$ cat src/hdl/sfcd_pkg.sv
// ----------------------------------------------------------------------------
// Sensor frame CRC decoder package
// Shared types, constants and arithmetic helpers for the frame decoder.
// ----------------------------------------------------------------------------
package sfcd_pkg;

  localparam logic [7:0] CrcInit = 8'hFF;
  localparam logic [7:0] CrcPoly = 8'h31;
  localparam logic [2:0] FrameLast = 3'd5;

  localparam int unsigned CfgIndexWidth = 4;
  localparam logic [CfgIndexWidth-1:0] CfgTempLow = CfgIndexWidth'(0);
  localparam logic [CfgIndexWidth-1:0] CfgTempHigh = CfgIndexWidth'(1);

  localparam logic signed [11:0] TempLowReset = -12'sd400;
  localparam logic signed [11:0] TempHighReset = 12'sd800;
  localparam logic signed [12:0] TenthsOffset = 13'sd400;

  typedef enum logic [1:0] {
    STATUS_OK       = 2'd0,
    STATUS_TEMP_CRC = 2'd1,
    STATUS_HUM_CRC  = 2'd2,
    STATUS_RANGE    = 2'd3
  } status_e;

  typedef struct packed {
    logic [7:0] frame_byte;
    logic       frame_start;
  } in_t;

  typedef struct packed {
    logic [15:0]       temp_reading;
    logic [7:0]        temperature_check;
    logic [15:0]       hum_reading;
    logic [7:0]        humidity_check;
    logic              temperature_crc_ok;
    logic              humidity_crc_ok;
    logic signed [11:0] temperature_tenths;
    status_e           status;
  } out_t;

  // Complete frame as assembled by the front end.
  typedef struct packed {
    logic [15:0] temp_word;
    logic [7:0]  temp_check;
    logic [15:0] hum_word;
    logic [7:0]  hum_check;
    logic        temp_ok;
    logic        hum_ok;
  } frame_t;

  typedef struct packed {
    logic signed [11:0] low;
    logic signed [11:0] high;
  } limits_t;

  // One byte through CRC-8, MSB first, no reflection.
  function automatic logic [7:0] crc8_feed(logic [7:0] crc, logic [7:0] b);
    logic [7:0] c;
    c = crc ^ b;
    for (int k = 0; k < 8; k++) begin
      c = c[7] ? ((c << 1) ^ CrcPoly) : (c << 1);
    end
    return c;
  endfunction

  // 400 + raw * 10 / 256, raw taken as signed, rounded half away from zero.
  function automatic logic signed [11:0] to_tenths(logic [15:0] raw);
    logic signed [19:0] x;
    logic signed [19:0] scaled;
    logic [18:0]        mag;
    logic [18:0]        rounded;
    logic [10:0]        q;
    logic signed [12:0] delta;
    logic signed [12:0] t;
    x = $signed({{4{raw[15]}}, raw});
    scaled = (x <<< 3) + (x <<< 1);
    mag = scaled[19] ? 19'(-scaled) : scaled[18:0];
    rounded = mag + 19'd128;
    q = rounded[18:8];
    delta = scaled[19] ? -$signed({2'b00, q}) : $signed({2'b00, q});
    t = TenthsOffset + delta;
    return t[11:0];
  endfunction

endpackage

$ cat src/hdl/sensor_frame_crc_decoder_core.sv
// A frame is written to the frame queue at the edge that accepts frame byte 5 and moved to the
// output queue when it has room; empty low shows a result. Bytes go in at one per cycle while
// full is low; full rises only when the frame queue between the front and back ends is full.
// Reset: asynchronous, active low; queues empty, byte count zero, CRC 0xFF, limits -400/800.
// ----------------------------------------------------------------------------
// Sensor frame CRC decoder
// Checks two CRC-8 protected words of a six-byte frame and converts the temperature.
// ----------------------------------------------------------------------------
module sensor_frame_crc_decoder_core #(
  parameter int unsigned MidDepth = 2,
  parameter int unsigned OutDepth = 2
) (
  input  logic                                 clk_i,
  input  logic                                 rst_ni,
  input  logic                                 push,
  output logic                                 full,
  input  sfcd_pkg::in_t                        in_data_i,
  output logic                                 empty,
  input  logic                                 pop,
  output sfcd_pkg::out_t                       out_data_o,
  input  logic                                 cfg_valid_i,
  output logic                                 cfg_ready_o,
  input  logic [sfcd_pkg::CfgIndexWidth-1:0]   cfg_index_i,
  input  logic [11:0]                          cfg_data_i
);
  import sfcd_pkg::*;

  logic    in_accept;
  logic    mid_push, mid_full, mid_empty, mid_pop;
  frame_t  mid_in, mid_out;
  logic    res_push, res_full;
  out_t    res_data;
  limits_t limits_q, limits_d;

  assign cfg_ready_o = 1'b1;
  assign full        = mid_full;
  assign in_accept   = push && !full;

  always_comb begin
    limits_d = limits_q;
    if (cfg_valid_i && cfg_ready_o) begin
      case (cfg_index_i)
        CfgTempLow:  limits_d.low  = $signed(cfg_data_i);
        CfgTempHigh: limits_d.high = $signed(cfg_data_i);
        default: ;
      endcase
    end
  end

  always_ff @(posedge clk_i or negedge rst_ni) begin
    if (!rst_ni) begin
      limits_q.low  <= TempLowReset;
      limits_q.high <= TempHighReset;
    end else begin
      limits_q <= limits_d;
    end
  end

  sfcd_front u_front (
    .clk_i       (clk_i),
    .rst_ni      (rst_ni),
    .accept_i    (in_accept),
    .in_i        (in_data_i),
    .rec_valid_o (mid_push),
    .rec_o       (mid_in)
  );

  sfcd_fifo #(
    .Width ($bits(frame_t)),
    .Depth (MidDepth)
  ) u_mid_fifo (
    .clk_i   (clk_i),
    .rst_ni  (rst_ni),
    .push_i  (mid_push),
    .data_i  (mid_in),
    .full_o  (mid_full),
    .pop_i   (mid_pop),
    .data_o  (mid_out),
    .empty_o (mid_empty)
  );

  sfcd_back u_back (
    .rec_valid_i (!mid_empty),
    .rec_i       (mid_out),
    .rec_pop_o   (mid_pop),
    .limits_i    (limits_q),
    .res_full_i  (res_full),
    .res_push_o  (res_push),
    .res_o       (res_data)
  );

  sfcd_fifo #(
    .Width ($bits(out_t)),
    .Depth (OutDepth)
  ) u_out_fifo (
    .clk_i   (clk_i),
    .rst_ni  (rst_ni),
    .push_i  (res_push),
    .data_i  (res_data),
    .full_o  (res_full),
    .pop_i   (pop),
    .data_o  (out_data_o),
    .empty_o (empty)
  );

  // A finished frame must never arrive at a full frame queue.
  assert property (@(posedge clk_i) disable iff (!rst_ni) mid_push |-> !mid_full)
    else $error("frame word produced while the frame queue is full");

  // A start word is always byte 0 and can never complete a frame.
  assert property (@(posedge clk_i) disable iff (!rst_ni)
    (in_accept && in_data_i.frame_start) |-> !mid_push)
    else $error("start word completed a frame");

  // Words leave the frame queue only as results enter the output queue.
  assert property (@(posedge clk_i) disable iff (!rst_ni)
    mid_pop |-> (!mid_empty && !res_full && res_push))
    else $error("frame word dropped between front and back ends");

endmodule

$ cat src/hdl/sfcd_fifo.sv
// ----------------------------------------------------------------------------
// Sensor frame CRC decoder queue
// Small register-based first-in first-out queue with full and empty flags.
// ----------------------------------------------------------------------------
module sfcd_fifo #(
  parameter int unsigned Width = 8,
  parameter int unsigned Depth = 2
) (
  input  logic             clk_i,
  input  logic             rst_ni,
  input  logic             push_i,
  input  logic [Width-1:0] data_i,
  output logic             full_o,
  input  logic             pop_i,
  output logic [Width-1:0] data_o,
  output logic             empty_o
);

  localparam int unsigned AW = (Depth > 1) ? $clog2(Depth) : 1;
  localparam int unsigned CW = $clog2(Depth + 1);

  logic [Width-1:0] mem_q [Depth];
  logic [AW-1:0]    wr_ptr_q, wr_ptr_d;
  logic [AW-1:0]    rd_ptr_q, rd_ptr_d;
  logic [CW-1:0]    count_q, count_d;
  logic             do_push, do_pop;

  assign full_o  = (count_q == CW'(Depth));
  assign empty_o = (count_q == '0);
  assign do_push = push_i && !full_o;
  assign do_pop  = pop_i && !empty_o;
  assign data_o  = mem_q[rd_ptr_q];

  always_comb begin
    wr_ptr_d = wr_ptr_q;
    rd_ptr_d = rd_ptr_q;
    count_d  = count_q;
    if (do_push) begin
      wr_ptr_d = (wr_ptr_q == AW'(Depth - 1)) ? '0 : wr_ptr_q + AW'(1);
    end
    if (do_pop) begin
      rd_ptr_d = (rd_ptr_q == AW'(Depth - 1)) ? '0 : rd_ptr_q + AW'(1);
    end
    if (do_push && !do_pop) begin
      count_d = count_q + CW'(1);
    end else if (do_pop && !do_push) begin
      count_d = count_q - CW'(1);
    end
  end

  always_ff @(posedge clk_i or negedge rst_ni) begin
    if (!rst_ni) begin
      wr_ptr_q <= '0;
      rd_ptr_q <= '0;
      count_q  <= '0;
    end else begin
      wr_ptr_q <= wr_ptr_d;
      rd_ptr_q <= rd_ptr_d;
      count_q  <= count_d;
    end
  end

  always_ff @(posedge clk_i) begin
    if (do_push) begin
      mem_q[wr_ptr_q] <= data_i;
    end
  end

endmodule

$ cat src/hdl/sfcd_front.sv
// ----------------------------------------------------------------------------
// Sensor frame CRC decoder front end
// Tracks the byte position, runs the CRC and assembles complete frames.
// ----------------------------------------------------------------------------
module sfcd_front (
  input  logic           clk_i,
  input  logic           rst_ni,
  input  logic           accept_i,
  input  sfcd_pkg::in_t  in_i,
  output logic           rec_valid_o,
  output sfcd_pkg::frame_t rec_o
);
  import sfcd_pkg::*;

  logic [2:0]  pos_q, pos_d, pos;
  logic [7:0]  crc_q, crc_d, crc_in, crc_next;
  logic [15:0] temp_word_q, temp_word_d;
  logic [7:0]  temp_chk_q, temp_chk_d;
  logic        temp_ok_q, temp_ok_d;
  logic [15:0] hum_word_q, hum_word_d;
  logic [7:0]  b;

  assign b = in_i.frame_byte;

  always_comb begin
    // A start word or a stray count begins a fresh frame.
    pos = (in_i.frame_start || (pos_q > FrameLast)) ? 3'd0 : pos_q;
    crc_in = (pos == 3'd0) ? CrcInit : crc_q;
    crc_next = crc8_feed(crc_in, b);

    pos_d       = pos_q;
    crc_d       = crc_q;
    temp_word_d = temp_word_q;
    temp_chk_d  = temp_chk_q;
    temp_ok_d   = temp_ok_q;
    hum_word_d  = hum_word_q;
    rec_valid_o = 1'b0;

    rec_o.temp_word  = temp_word_q;
    rec_o.temp_check = temp_chk_q;
    rec_o.hum_word   = hum_word_q;
    rec_o.hum_check  = b;
    rec_o.temp_ok    = temp_ok_q;
    rec_o.hum_ok     = (crc_in == b);

    if (accept_i) begin
      pos_d = pos + 3'd1;
      unique case (pos)
        3'd0: begin
          temp_word_d = {b, 8'h00};
          crc_d = crc_next;
        end
        3'd1: begin
          temp_word_d = {temp_word_q[15:8], b};
          crc_d = crc_next;
        end
        3'd2: begin
          temp_chk_d = b;
          temp_ok_d  = (crc_in == b);
          crc_d      = CrcInit;
        end
        3'd3: begin
          hum_word_d = {b, 8'h00};
          crc_d = crc_next;
        end
        3'd4: begin
          hum_word_d = {hum_word_q[15:8], b};
          crc_d = crc_next;
        end
        default: begin
          rec_valid_o = 1'b1;
          crc_d = CrcInit;
          pos_d = 3'd0;
        end
      endcase
    end
  end

  always_ff @(posedge clk_i or negedge rst_ni) begin
    if (!rst_ni) begin
      pos_q       <= '0;
      crc_q       <= CrcInit;
      temp_word_q <= '0;
      temp_chk_q  <= '0;
      temp_ok_q   <= 1'b0;
      hum_word_q  <= '0;
    end else begin
      pos_q       <= pos_d;
      crc_q       <= crc_d;
      temp_word_q <= temp_word_d;
      temp_chk_q  <= temp_chk_d;
      temp_ok_q   <= temp_ok_d;
      hum_word_q  <= hum_word_d;
    end
  end

endmodule

$ cat src/hdl/sfcd_back.sv
// ----------------------------------------------------------------------------
// Sensor frame CRC decoder back end
// Converts the temperature, checks limits and builds the result word.
// ----------------------------------------------------------------------------
module sfcd_back (
  input  logic              rec_valid_i,
  input  sfcd_pkg::frame_t  rec_i,
  output logic              rec_pop_o,
  input  sfcd_pkg::limits_t limits_i,
  input  logic              res_full_i,
  output logic              res_push_o,
  output sfcd_pkg::out_t    res_o
);
  import sfcd_pkg::*;

  logic signed [11:0] tenths;
  logic               out_of_range;

  assign tenths = to_tenths(rec_i.temp_word);
  assign out_of_range = (tenths < limits_i.low) || (tenths > limits_i.high);

  assign res_push_o = rec_valid_i && !res_full_i;
  assign rec_pop_o  = res_push_o;

  always_comb begin
    res_o.temp_reading       = rec_i.temp_word;
    res_o.temperature_check  = rec_i.temp_check;
    res_o.hum_reading        = rec_i.hum_word;
    res_o.humidity_check     = rec_i.hum_check;
    res_o.temperature_crc_ok = rec_i.temp_ok;
    res_o.humidity_crc_ok    = rec_i.hum_ok;
    res_o.temperature_tenths = tenths;
    if (!rec_i.temp_ok) begin
      res_o.status = STATUS_TEMP_CRC;
    end else if (!rec_i.hum_ok) begin
      res_o.status = STATUS_HUM_CRC;
    end else if (out_of_range) begin
      res_o.status = STATUS_RANGE;
    end else begin
      res_o.status = STATUS_OK;
    end
  end

endmodule

$ cat config.mk
export PLATFORM = sky130hd
export DESIGN_NAME = sensor_frame_crc_decoder_core
export DESIGN_NICKNAME = d
export VERILOG_FILES = /design/src/hdl/sfcd_pkg.sv /design/src/hdl/sensor_frame_crc_decoder_core.sv /design/src/hdl/sfcd_fifo.sv /design/src/hdl/sfcd_front.sv /design/src/hdl/sfcd_back.sv
export SDC_FILE = /design/constraint.sdc
export NUM_CORES = 1
export LEC_CHECK = 0
export BUFFER_PORTS_ARGS = -buffer_cell sky130_fd_sc_hd__clkbuf_2
export CORE_ASPECT_RATIO = 0.5
export CORE_UTILIZATION = 45
export DETAILED_ROUTE_END_ITERATION = 7
export HOLD_SLACK_MARGIN = 0.02
export PLACE_DENSITY_LB_ADDON = 0.08
export SLEW_MARGIN = 20
export SYNTH_ARGS = -nofsm -noshare
export SYNTH_HDL_FRONTEND = slang
export SYNTH_SLANG_ARGS = --single-unit
$ cat constraint.sdc
create_clock -name clk_i -period 6.8 [get_ports clk_i]
set_clock_uncertainty 0.15 [all_clocks]
set_input_delay 1.02 -clock clk_i [delete_from_list [all_inputs] [get_ports clk_i]]
set_output_delay 1.02 -clock clk_i [all_outputs]
set_load 0.03 [all_outputs]
# ---- After elaboration in Yosys (flattened, before gate mapping)
# Memory sizes are Yosys's and may differ from the RTL's.
# Cells that the tools add are included.
# Widths: inputs -> output; s select.
dict set report totals {
  ff_bits 84
  mem_bits_rw 228
  input_bits 30
  out_inout_bits 67
  wordCells 124
  memories 2
}
dict set report classes {
  add_sub_neg 14
  order_cmp 3
  n_eq_ne 8
  mux 33
  bitwise 11
  n_reduce_logical 37
}
# memory words word_bits rd rd_ports_with_merged_regs wr line
set mem_list {}
lappend mem_list {u_out_fifo.mem_q 2 64 1 0 1 sfcd_fifo.sv:22} ;# logic [Width-1:0] mem_q [Depth];
lappend mem_list {u_mid_fifo.mem_q 2 50 1 0 1 sfcd_fifo.sv:22}
# op n
set ops {}
lappend ops {{$pmux 16 s2} 2}
lappend ops {{$mux 6} 8}
lappend ops {{$not 3->3} 8}
lappend ops {{$add 19x17->20} 1}
lappend ops {{$add 19x8->19 const B} 1}
lappend ops {{$mux 19} 1}
lappend ops {{$neg 19->19} 1}
lappend ops {{$mux 8} 2}
lappend ops {{$mux 2} 7}
lappend ops {{$add 10x12->12 const A} 1}
lappend ops {{$gt 12x12->1} 1}
lappend ops {{$lt 12x12->1} 1}
lappend ops {{$mux 12} 1}
lappend ops {{$neg 11->12} 1}
lappend ops {{$logic_and 1x1->1} 10}
lappend ops {{$mux 1} 10}
lappend ops {{$reduce_and 2->1} 5}
lappend ops {{$eq 8x8->1} 1}
lappend ops {{$logic_not 1->1} 8}
lappend ops {{$reduce_bool 2->1} 4}
lappend ops {{$xor 8x8->8} 1}
lappend ops {{$eq 3x2->1 const B} 2}
lappend ops {{$mux 3} 2}
lappend ops {{$reduce_and 3->1} 2}
lappend ops {{16 further kinds} 25}

# ---- Logic depth before layout (Yosys ltp)
# Gate-level depths: netlist of the first run.
dict set report depth {
  depth_word 23
  ltp_mapped 36
  ltp_nobuf 32
}

# ---- By module
# Synthesis of the first run repeated with hierarchy kept, for this count alone.
dict set report unflattened {
  cells_unflattened 1068
  hier_area_um2 15768.9
}
# mod n_inst cells_each area_per_inst_um2 seq_area_each_um2
set by_module_without_submodules {}
lappend by_module_without_submodules {{sfcd_fifo (u_out_fifo)} 1 218 5021.1 3943.8}
lappend by_module_without_submodules {{sfcd_fifo (u_mid_fifo)} 1 175 4057.6 3103.0}
lappend by_module_without_submodules {sfcd_back 1 396 2997.9 0.0}
lappend by_module_without_submodules {sfcd_front 1 222 2701.3 1311.3}
lappend by_module_without_submodules {sensor_frame_crc_decoder_core 1 57 991.0 611.8}

# ---- Worst setup path after synthesis of the first run
# OpenSTA, ideal clock, no wires.
dict set report synth_path {
  kind {register -> register}
  startpoint {register u_mid_fifo.rd_ptr_q}
  endpoint {memory u_out_fifo.mem_q[0][0] in the netlist's numbering, data pin}
  setup_time_ns 0.282
  arrival_ns 6.691
  required_ns 6.368
  path_slack_ns -0.323
  path_stages_with_launch 37
  path_buffers 4
  period_less_slack_ns 7.123
  path_cell_list {dfrtp_1 > clkbuf_1 > clkbuf_1 > buf_1 > mux2_2 > ha_1 > inv_1 > fa_1 > nor2b_4 > o21a_1 > or3_1 > buf_2 > a21oi_2 > nor2_1 > xnor2_1 > ha_1 > inv_1 > xnor2_1 > xnor2_1 > inv_1 > ha_1 > nand2_1 > o21ai_0 > ha_1 > nor2b_1 > o21a_1 > o21a_1 > o21a_1 > o21a_1 > o21a_1 > o21a_1 > o21a_1 > o21a_1 > o21ai_0 > nand2_1 > o311ai_0 > a31oi_1}
}
# element line
set synth_lines {}
lappend synth_lines {{start: declaration} sfcd_fifo.sv:24} ;# logic [AW-1:0] rd_ptr_q, rd_ptr_d;
lappend synth_lines {{start signal: assignment} sfcd_fifo.sv:58} ;# rd_ptr_q <= rd_ptr_d;
lappend synth_lines {{end: declaration} sfcd_fifo.sv:22}

==> summary.txt, run 1 <==
Status
  – Status: finished clean

Timing
  – Slew @ Worst Pin: 0.996 ns
  – Final Hold Viols: 0
  – Max Slew Vio Count: 0
  – Slew HR: 33.6%
  – Final cycle utilization of the critical path: 96.0%
  – Max Freq: 153 MHz
  – Final setup viols: 0
  – Period minus WS final: 6.53 ns

GRT
  – GRT Total Usage: 18.6%
  – Largest net degree at the start of global routing: 66
  – Initial antenna violation count: 1
  – First-pass GRT wire length: 48400 um
  – GR Overflow Total: 0
  – Vias in the first global route: 8823

Floorplan
  – Core area: 31800 um^2
  – Num ports: 97
  – Die width: 257 um
  – Die Height: 129 um
  – Die area: 33200 um^2
  – Row cnt: 46
  – Initial Util: 45.9%

Yosys
  – Synth top area cells: edfxtp_1 (47%), dfrtp_1 (12%), mux2_2 (11%), ha_1 (4.1%), dfstp_2 (3.1%)
  – Post-synthesis net count: 1103
  – Synth Area in Compound Gates: 9.80%
  – Sequential fraction of the synthesis area: 61.5%
  – Post-synth EDFFs: 228
  – Yosys warns: 0
  – Post-synthesis adder-cell area fraction: 4.26%
  – Mapped cell area: 14600 um^2
  – Cell with the most instances after synthesis: edfxtp_1
  – Ys flop type: edfxtp_1
  – Yosys cell types: 85
  – Post-synth top cells: edfxtp_1 (228), mux2_2 (148), dfrtp_1 (67), ha_1 (48), xnor2_1 (48)
  – Share of the synthesized area in the top cell type: 47.0%
  – Mux contribution to synthesized area: 11.7%
  – Mapped Avg Cell Area: 14.2 um^2
  – Main combinational cell family by area after synthesis: multiplexers
  – Simple-gate area share of the yosys netlist: 6.10%
  – Asr flop ratio synth: 26.9%
  – Register bit total from synthesis: 312
  – Synth area leader: edfxtp_1
  – Synth Area in XOR/XNOR: 4.24%
  – Cells after Synth: 1024

Critical path
  – Worst-path fanout max: 17
  – Critical path's slowest cell: a2111oi_1
  – Reg2Reg Setup Slack: 0.27 ns
  – Worst EP required: 6.94 ns
  – Crit. End Element: flip-flop
  – Crit path to: u_out_fifo.mem_q[1][0]$_DFFE_PP_
  – Crit. Startpoint: u_mid_fifo.rd_ptr_q$_DFFE_PN0P_
  – FF-to-FF Start: u_mid_fifo.rd_ptr_q$_DFFE_PN0P_
  – R2R cell count: 23
  – Critical path type: reg2reg
  – Crit path largest cell delay: 0.53 ns
  – Critical R2R Capture: u_out_fifo.mem_q[1][0]$_DFFE_PP_
  – Startpoint Class: flip-flop
  – Worst path arrival time: 6.67 ns
  – CP cell instances: buf_4 -> buf_4 -> mux2_2 -> ha_1 -> a2111oi_1 -> o21ai_1 -> a221oi_4 -> xnor2_1 -> nand4_1 -> buf_4 -> o211a_1 -> o32ai_4 -> xnor2_2 -> a31oi_2 -> xnor2_2 -> nor2_1 -> xnor2_1 -> ha_1 -> o21a_1 -> o21ai_0 -> nand2_1 -> o311ai_2 -> a31oi_1
  – Most frequent CP cell: buf_4

CTS
  – Worst-Skew Late Latency: 0.57 ns
  – H-tree depth: 1
  – Max Root-Sink Buffers: 3
  – Reg clk slew, reported paths: 0.06 ns
  – Hold-fix buffer count after cts: 0
  – Clk root buf: clkbuf_16
  – Cts bufs inserted: 29
  – CTS tree: built
  – CTS Sinks: 312

Cells and area
  – # fillers: 2702
  – NumNets Final: 1216
  – FF/Latch Area: 8970 um^2
  – Area used by multi-input combinational logic: 5370 um^2
  – Util after Layout: 52.3%
  – Final Cell Area: 16600 um^2
  – Layout area overhead: 13.9%
  – Fraction of layout cells with a size suffix above 1: 32.2%
  – Ant. Diodes: 0

Route
  – Iteration count of the initial detailed-routing pass: 5
  – DRC Markers: 0
  – Wire per inst: 19.0 um
  – DR vias/cell: 5.38
  – 1st-iter DRT viols: 410
  – Vias: 8567
  – Final wirelength: 30200 um
  – Antenna-violating nets left: 0

Placed design
  – Routability cong.: 0.840
  – Placed instance area: 15600 um^2
  – Post-DP HPWL: 19700 um
  – # port buffers: 95

Worst hold path
  – Worst Hold Class: reg2reg

Flow run
  – Max Cap Violations: 0
## worst max-delay path, delay by kind of cell, from the launching register on
kind	cells	cell delay [ns]
buffers and inverters	3	0.66
AO/OA/AOI/OAI	10	2.21
AND/OR/NAND/NOR	3	0.52
XOR/XNOR	4	1.13
multiplexers	1	0.43
adder cells (fa/ha/maj)	2	0.75
flip-flops	1	0.42
## stage by stage
step | TNS (ns) | hold WS (ns) | cells | worst slack, ns
after CTS | 0 | 0.317 | 1589 | 0.112
after global routing | -0.244 | 0.329 | 1592 | -0.0685
after global placement | 0 | 0.293 | 1532 | 0.149
final | 0 | 0.316 | 1592 | 0.272
after detailed placement | 0 | 0.304 | 1532 | 0.0368
after floorplan | 0 | 0.286 | 1024 | 0.0508
## how the worst min path moves through the flow
stage                                       start                                end  slack, ns  cells past startpoint
6_report       u_front.hum_word_q[13]$_DFFE_PN0P_  u_mid_fifo.mem_q[1][23]$_DFFE_PP_       0.32                      0
2_1_floorplan   u_front.hum_word_q[0]$_DFFE_PN0P_  u_mid_fifo.mem_q[0][10]$_DFFE_PP_       0.29                      0
3_5_place_dp    u_front.temp_chk_q[3]$_DFFE_PN0P_  u_mid_fifo.mem_q[0][29]$_DFFE_PP_       0.30                      0
5_1_grt         u_front.hum_word_q[1]$_DFFE_PN0P_  u_mid_fifo.mem_q[1][11]$_DFFE_PP_       0.33                      0
4_1_cts         u_front.temp_chk_q[4]$_DFFE_PN0P_  u_mid_fifo.mem_q[0][30]$_DFFE_PP_       0.32                      0
3_3_place_gp   u_front.hum_word_q[14]$_DFFE_PN0P_  u_mid_fifo.mem_q[0][24]$_DFFE_PP_       0.29                      0
## cell families after synthesis
family / after synthesis
AO/OA/AOI/OAI: 185
AND/OR/NAND/NOR: 172
adder cells (fa/ha/maj): 49
XOR/XNOR: 68
other: 1
flip-flops: 312
buffers and inverters: 85
multiplexers: 152
## metal layers
metal  wire length (um)  GRT usage [%]  vias to the layer above
li1                   -              -                     4087
met4                682           5.15                        0
met3               1050           3.29                       40
met1              13900           24.6                     4282
met5                  0              0                        -
met2              14500           31.8                      158
## final cells by class
cell class                 count  share of cell area (%)
sequential                   312                    54.0
multi-input combinational    627                    32.3
clock buffer                  40                    4.62
timing repair buffer         121                    4.05
tap                          432                    3.25
inverter                      46                    1.04
clock inverter                14                   0.693
## cells in the final DEF, fill, tap and decap left out, types with 5 or more instances in the layout
cell type  Yosys  layout
xnor2_1       48      43
dfrtp_1       67      65
nand2_1       42      42
nand4_1        9       9
nor3_1        12      12
xnor2_2        3       8
a21o_1        21      21
dfstp_2       17      17
clkbuf_2       0      94
nand3_1       17      17
o211ai_1       5       5
clkbuf_16      0      29
nor3b_1        5       5
clkinv_1       0       6
ha_1          48      47
buf_4          1      27
a31oi_1        8       8
nor2b_1        5       5
o21ai_1        7       7
nand2b_1       5       5
o21ai_0       35      34
nor2_1        40      38
and2_1         7       6
xor2_1        17      17
o22a_1         8       8
a22o_1         8       8
o21a_1        15      15
mux2_2       148     148
or3_1          5       5
a21oi_1       16      16
inv_1         46      46
edfxtp_1     228     228
clkbuf_1      28      11
## registers in the layout, indices dropped and copies added, names as in the netlist, 3 cells and up
name                 cells
limits_q                24
u_mid_fifo.mem_q       100
u_front.pos_q            3
u_front.temp_word_q     16
u_out_fifo.mem_q       128
u_front.crc_q            8
u_front.hum_word_q      16
u_front.temp_chk_q       8
## what timing repair did
action                                  in CTS  in global routing
resized for setup                            1                 12
pin swaps                                    0                  2
endpoints found under the setup margin       4                  4
buffers inserted                             3                  3
Power of run 1 is not shown: default switching activity piles up to over one toggle a cycle in this logic, so the estimate is an artifact.
==> run 2: changes to the inputs <==
--- a/config.mk
+++ b/config.mk
@@ -5,7 +5,7 @@
 export SDC_FILE = /design/constraint.sdc
 export NUM_CORES = 1
 export LEC_CHECK = 0
-export BUFFER_PORTS_ARGS = -buffer_cell sky130_fd_sc_hd__clkbuf_2
+export BUFFER_PORTS_ARGS = -buffer_cell sky130_fd_sc_hd__buf_2
 export CORE_ASPECT_RATIO = 0.5
 export CORE_UTILIZATION = 45
 export DETAILED_ROUTE_END_ITERATION = 7
==> run 2 against run 1 <==
- routed wire length decreased by 0.84%
- via count decreased by 0.64%
- clock-buffer cell count decreased by 4
- critical path depth decreased by 4
- worst setup slack improved by 0.16 ns
- worst hold slack got worse by 0.11 ns
==> summary.txt, run 2 (synthesized netlist as in run 1, its figures left out) <==
Cells and area
  – Util after Layout: 52.8% (was 52.3%)
  – # fillers: 2710 (was 2702)
  – Fraction of layout cells with a size suffix above 1: 33.4% (was 32.2%)
  – Non-filler cells, final: 1589 (was 1592)
  – FF/Latch Area: 8970 um^2 (unchanged)
  – Layout area overhead: 15.1% (was 13.9%)
  – Most flop-heavy register: u_out_fifo.mem_q (unchanged)
  – NumNets Final: 1213 (was 1216)
  – Most frequent cells in the layout: edfxtp_1 (228), mux2_2 (148), buf_2 (94), dfrtp_1 (65), ha_1 (47) (was edfxtp_1 (228), mux2_2 (148), clkbuf_2 (94), dfrtp_1 (65), ha_1 (47))
  – Largest regs: u_out_fifo.mem_q: 128 flops, u_mid_fifo.mem_q: 100 flops, limits_q: 24 flops (unchanged)
  – Area used by multi-input combinational logic: 5410 um^2 (was 5370 um^2)
  – Largest register FFs: 128 (unchanged)
  – Ant. Diodes: 0 (unchanged)
  – Most common cell after layout, fill and taps aside: edfxtp_1 (unchanged)

Critical path
  – Critical path type: reg2reg (unchanged)
  – Crit. End Element: flip-flop (unchanged)
  – Startpoint Class: flip-flop (unchanged)
  – Worst EP required: 6.94 ns (about the same)
  – Worst path arrival time: 6.51 ns (was 6.67 ns)
  – R2R cell count: 19 (was 23)
  – Worst-path fanout max: 16 (was 17)

Timing
  – Final Worst Setup Slack: 0.435 ns (was 0.272 ns)
  – Final Hold Viols: 0 (unchanged)
  – RSZ-0062 raised after global routing: false
  – Setup TNS: 0 ns (unchanged)
  – Final cycle utilization of the critical path: 93.6% (was 96.0%)
  – Slew HR: 35.9% (was 33.6%)
  – Period minus WS final: 6.37 ns (was 6.53 ns)
  – Max Freq: 157 MHz (was 153 MHz)
  – Max Slew Vio Count: 0 (unchanged)
  – Slew @ Worst Pin: 0.962 ns (was 0.996 ns)
  – Final setup viols: 0 (unchanged)

Placed design
  – Post-DP HPWL: 19700 um (about the same)
  – Setup WS pre-CTS: 0.188 ns (was 0.0368 ns)
  – Routability cong.: 0.823 (was 0.840)
  – # port buffers: 95 (unchanged)
  – Placed cells: 1532 (unchanged)

CTS
  – H-tree depth: 1 (unchanged)
  – Hold-fix buffer count after cts: 0 (unchanged)
  – Max Root-Sink Buffers: 3 (unchanged)
  – Clk root buf: clkbuf_16 (unchanged)
  – CTS Sinks: 312 (unchanged)
  – Worst-Skew Late Latency: 0.58 ns (was 0.57 ns)
  – CTS tree: built (unchanged)
  – Reg clk slew, reported paths: 0.07 ns (was 0.06 ns)
  – Cts bufs inserted: 29 (unchanged)

Route
  – DR vias/cell: 5.36 (was 5.38)
  – Vias: 8512 (was 8567)
  – Iteration count of the initial detailed-routing pass: 5 (unchanged)
  – Final wirelength: 29900 um (was 30200 um)
  – 1st-iter DRT viols: 557 (was 410)
  – Antenna-violating nets left: 0 (unchanged)
  – DRC Markers: 0 (unchanged)
  – Wire per inst: 18.8 um (was 19.0 um)

Worst hold path
  – Worst Hold Class: in2async (was reg2reg)

GRT
  – GR Overflow Total: 0 (unchanged)
  – GRT Total Usage: 18.3% (was 18.6%)
  – Largest net degree at the start of global routing: 62 (was 66)
  – Vias in the first global route: 8623 (was 8823)
  – Initial antenna violation count: 0 (was 1)
  – First-pass GRT wire length: 47500 um (was 48400 um)

Floorplan
  – Initial Util: 45.9% (unchanged)
  – Die width: 257 um (unchanged)
  – Num ports: 97 (unchanged)
  – Die area: 33200 um^2 (unchanged)
  – Core area: 31800 um^2 (unchanged)
  – Row cnt: 46 (unchanged)
  – Die Height: 129 um (unchanged)

Status
  – Status: finished clean (unchanged)

Flow run
  – Max Cap Violations: 0 (unchanged)
## run 2: layer usage
metal	up-vias	track usage, %	part of all wire (%)
li1	4078	-	-
met1	4267	24.7	47
met2	129	31.0	48
met3	38	2.95	2.9
met4	0	4.52	2.0
met5	-	0	0
## run 2: layout make-up
| type | count | share of cell area (%) |
|---|---|---|
| Inverter | 46 | 1.03 |
| Clock buffer | 36 | 4.66 |
| Clock inverter | 18 | 1.46 |
| Tap cell | 432 | 3.22 |
| Timing Repair Buffer | 118 | 3.88 |
| Multi-Input combinational cell | 627 | 32.3 |
| Sequential cell | 312 | 53.5 |
## run 2: worst max-delay path, cell delays in order, from the launching register on
cell,delay (ns)
dfrtp_2,0.43
buf_4,0.29
mux2_2,0.42
ha_1,0.39
a2111oi_1,0.48
o21ai_1,0.20
a221oi_4,0.36
xnor2_1,0.32
nand2_1,0.27
or3_1,0.41
a41oi_1,0.26
nand2b_1,0.15
o221ai_1,0.15
xor2_1,0.34
nor3_1,0.10
a21o_1,0.17
o211ai_1,0.43
ha_1,0.35
a31oi_1,0.24
a31oi_1,0.15
## run 2: timing repair
item / 4_1_cts / 5_1_grt
endpoints found under the hold margin: 0 / 0
resized for setup: 0 / 23
setup endpoints to repair: 0 / 4
buffers inserted: 0 / 3
## run 2: final timing paths
path | startpoint | to | slack [ns]
worst max register to register | u_mid_fifo.rd_ptr_q$_DFFE_PN0P_ | u_out_fifo.mem_q[1][1]$_DFFE_PP_ | 0.43
worst max-delay path | u_mid_fifo.rd_ptr_q$_DFFE_PN0P_ | u_out_fifo.mem_q[1][1]$_DFFE_PP_ | 0.43
min in group clk_i | u_front.temp_chk_q[5]$_DFFE_PN0P_ | u_mid_fifo.mem_q[0][31]$_DFFE_PP_ | 0.32
worst min-delay path | rst_ni | limits_q[15]$_DFFE_PN0P_ | 0.20
max in group asynchronous | rst_ni | u_out_fifo.rd_ptr_q$_DFFE_PN0P_ | 5.10
worst min register to register | u_front.temp_chk_q[5]$_DFFE_PN0P_ | u_mid_fifo.mem_q[0][31]$_DFFE_PP_ | 0.32
## run 2: metrics by stage
| step | cell area (um^2) | hold slack, ns |
|---|---|---|
| finish | 16800 | 0.203 |
| global route | 16800 | 0.204 |
| CTS | 16600 | 0.187 |
| detailed placement | 15600 | 0.305 |
| global placement | 15600 | 0.293 |
| floorplan | 14600 | 0.286 |
Power of run 2 is left out for the same reason.
==> run 3: changes to the inputs <==
--- a/config.mk
+++ b/config.mk
@@ -11,6 +11,7 @@
 export DETAILED_ROUTE_END_ITERATION = 7
 export HOLD_SLACK_MARGIN = 0.02
 export PLACE_DENSITY_LB_ADDON = 0.08
+export RECOVER_POWER = 50
 export SLEW_MARGIN = 20
 export SYNTH_ARGS = -nofsm -noshare
 export SYNTH_HDL_FRONTEND = slang
==> run 3 against run 2 <==
- the run now ends with max-capacitance violations, max-slew violations left
- critical endpoint unchanged
- die area did not move
- final area fell by 0.25%
- first-iteration DRC count fell by 7.9%
- routed wire length barely moved
- via count rose by 0.23%
- global-route usage did not move
- clock-buffer cell count did not move
- register-to-register slack barely moved
- non-clock buffer count did not move
- sequential cell count did not move
- worst setup slack improved by 0.0091 ns
==> summary.txt, run 3 (synthesized netlist as in run 1, its figures left out) <==
Critical path
  – Worst EP required: 6.94 ns (about the same)
  – Crit. End Element: flip-flop (unchanged)
  – Startpoint Class: flip-flop (unchanged)
  – Worst path arrival time: 6.50 ns (was 6.51 ns)
  – CP cell instances: buf_4 -> mux2_2 -> ha_1 -> a2111oi_1 -> o21ai_1 -> a221oi_4 -> xnor2_1 -> nand2_1 -> or3_1 -> a41oi_1 -> nand2b_1 -> o221ai_1 -> xor2_1 -> nor3_1 -> a21o_1 -> o211ai_1 -> ha_1 -> a31oi_1 -> a31oi_1 (unchanged)
  – Crit path largest cell delay: 0.48 ns (about the same)
  – Critical path's slowest cell: a2111oi_1 (unchanged)
  – Worst-path fanout max: 14 (was 16)
  – Critical path type: reg2reg (unchanged)

Status
  – Failing checks: max-capacitance violations, max-slew violations
  – Status: complete, but fails checks (was finished clean)

Placed design
  – # port buffers: 95 (unchanged)
  – Routability cong.: 0.823 (unchanged)
  – Post-DP HPWL: 19700 um (unchanged)
  – Placed cells: 1532 (unchanged)

Worst hold path
  – Worst Hold Class: reg2reg (was in2async)

Cells and area
  – Layout area overhead: 14.8% (was 15.1%)
  – Non-filler cells, final: 1589 (unchanged)
  – Largest register FFs: 128 (unchanged)
  – Largest regs: u_out_fifo.mem_q: 128 flops, u_mid_fifo.mem_q: 100 flops, limits_q: 24 flops (unchanged)
  – Fraction of layout cells with a size suffix above 1: 28.9% (was 33.4%)
  – Most frequent cells in the layout: edfxtp_1 (228), mux2_2 (111), buf_2 (85), dfrtp_1 (65), ha_1 (47) (was edfxtp_1 (228), mux2_2 (148), buf_2 (94), dfrtp_1 (65), ha_1 (47))
  – Most common cell after layout, fill and taps aside: edfxtp_1 (unchanged)
  – NumNets Final: 1213 (unchanged)
  – Area used by multi-input combinational logic: 5400 um^2 (was 5410 um^2)
  – # fillers: 2717 (was 2710)
  – Ant. Diodes: 0 (unchanged)
  – FF/Latch Area: 8970 um^2 (unchanged)
  – Util after Layout: 52.7% (was 52.8%)
  – Most flop-heavy register: u_out_fifo.mem_q (unchanged)

Route
  – Wire per inst: 18.8 um (about the same)
  – Final wirelength: 29900 um (about the same)
  – Vias: 8532 (was 8512)
  – Iteration count of the initial detailed-routing pass: 5 (unchanged)
  – Antenna-violating nets left: 0 (unchanged)
  – 1st-iter DRT viols: 513 (was 557)
  – DR vias/cell: 5.37 (was 5.36)
  – DRC Markers: 0 (unchanged)

Timing
  – RSZ-0062 raised after global routing: false (unchanged)
  – Slew @ Worst Pin: 3.52 ns (was 0.962 ns)
  – Final setup viols: 0 (unchanged)
  – Hold Slack: 0.318 ns (was 0.203 ns)
  – Setup TNS: 0 ns (unchanged)
  – Max Slew Vio Count: 90 (was 0)
  – Max Freq: 157 MHz (about the same)
  – Final Hold Viols: 0 (unchanged)
  – Period minus WS final: 6.36 ns (was 6.37 ns)
  – Slew HR: -134% (was 35.9%)
  – Final cycle utilization of the critical path: 93.5% (was 93.6%)

Flow run
  – Max Cap Violations: 2 (was 0)

GRT
  – GRT Total Usage: 18.3% (unchanged)
  – GR Overflow Total: 0 (unchanged)
  – First-pass GRT wire length: 47500 um (unchanged)
  – Vias in the first global route: 8623 (unchanged)
  – Largest net degree at the start of global routing: 62 (unchanged)
  – Initial antenna violation count: 0 (unchanged)

CTS
  – CTS Sinks: 312 (unchanged)
  – Worst-Skew Late Latency: 0.58 ns (about the same)
  – Clk root buf: clkbuf_16 (unchanged)
  – H-tree depth: 1 (unchanged)
  – Hold-fix buffer count after cts: 0 (unchanged)
  – Reg clk slew, reported paths: 0.07 ns (about the same)
  – Cts bufs inserted: 29 (unchanged)
  – CTS tree: built (unchanged)
  – Max Root-Sink Buffers: 3 (unchanged)

Floorplan
  – Row cnt: 46 (unchanged)
  – Die area: 33200 um^2 (unchanged)
  – Die width: 257 um (unchanged)
  – Die Height: 129 um (unchanged)
  – Initial Util: 45.9% (unchanged)
  – Core area: 31800 um^2 (unchanged)
  – Num ports: 97 (unchanged)
[run 3: cell types whose count changed in the layout (fill, tap and decap cells not counted), sizes merged]
cell    delta
clkbuf    +13
buf       -13
[run 3: layer usage]
| metal | GRT usage, % | vias to the layer above | wire (um) |
|---|---|---|---|
| met1 | 24.7 | 4287 | 14100 |
| met3 | 2.95 | 38 | 891 |
| met5 | 0 | - | 0 |
| met2 | 31.0 | 127 | 14300 |
| li1 | - | 4080 | - |
| met4 | 4.52 | 0 | 614 |
[run 3: path summary, 6_finish.rpt]
check / start / endpoint / slack (ns) / cells past startpoint
max: u_mid_fifo.rd_ptr_q$_DFFE_PN0P_ / u_out_fifo.mem_q[1][1]$_DFFE_PP_ / 0.44 / 19
max reg2reg: u_mid_fifo.rd_ptr_q$_DFFE_PN0P_ / u_out_fifo.mem_q[1][1]$_DFFE_PP_ / 0.44 / 19
min in group asynchronous: rst_ni / limits_q[15]$_DFFE_PN0P_ / 0.57 / 1
min: u_front.hum_word_q[10]$_DFFE_PN0P_ / u_mid_fifo.mem_q[1][20]$_DFFE_PP_ / 0.32 / 0
max in group asynchronous: rst_ni / u_out_fifo.rd_ptr_q$_DFFE_PN0P_ / 1.72 / 2
min reg2reg: u_front.hum_word_q[10]$_DFFE_PN0P_ / u_mid_fifo.mem_q[1][20]$_DFFE_PP_ / 0.32 / 0
[run 3: critical path: cells and delay by family, from the launching register on]
family                   cells  cell delay, ns
XOR/XNOR                     2            0.66
flip-flops                   1            0.43
buffers and inverters        1            0.27
AND/OR/NAND/NOR              4            0.92
adder cells (fa/ha/maj)      2            0.76
AO/OA/AOI/OAI                9            2.44
multiplexers                 1            0.43
[run 3: timing repair]
| action | CTS | global route |
|---|---|---|
| resized for setup | 0 | 23 |
| hold endpoints to repair | 0 | 0 |
| endpoints found under the setup margin | 0 | 4 |
| setup buffers | 0 | 3 |
[run 3: area by class of cell]
class	count	share of cell area [%]
timing repair buffer	118	3.73
tap	432	3.23
sequential	312	53.6
clock buffer	36	4.67
multi-input combinational	627	32.3
clock inverter	18	1.47
inverter	46	1.03
[run 3: metrics by stage]
step | setup WS (ns) | area (um^2)
after detailed placement | 0.188 | 15600
after CTS | 0.143 | 16600
after floorplan | 0.0508 | 14600
after global placement | 0.270 | 15600
final | 0.444 | 16700
after global routing | 0.0127 | 16700
Power of run 3 is left out for the same reason.
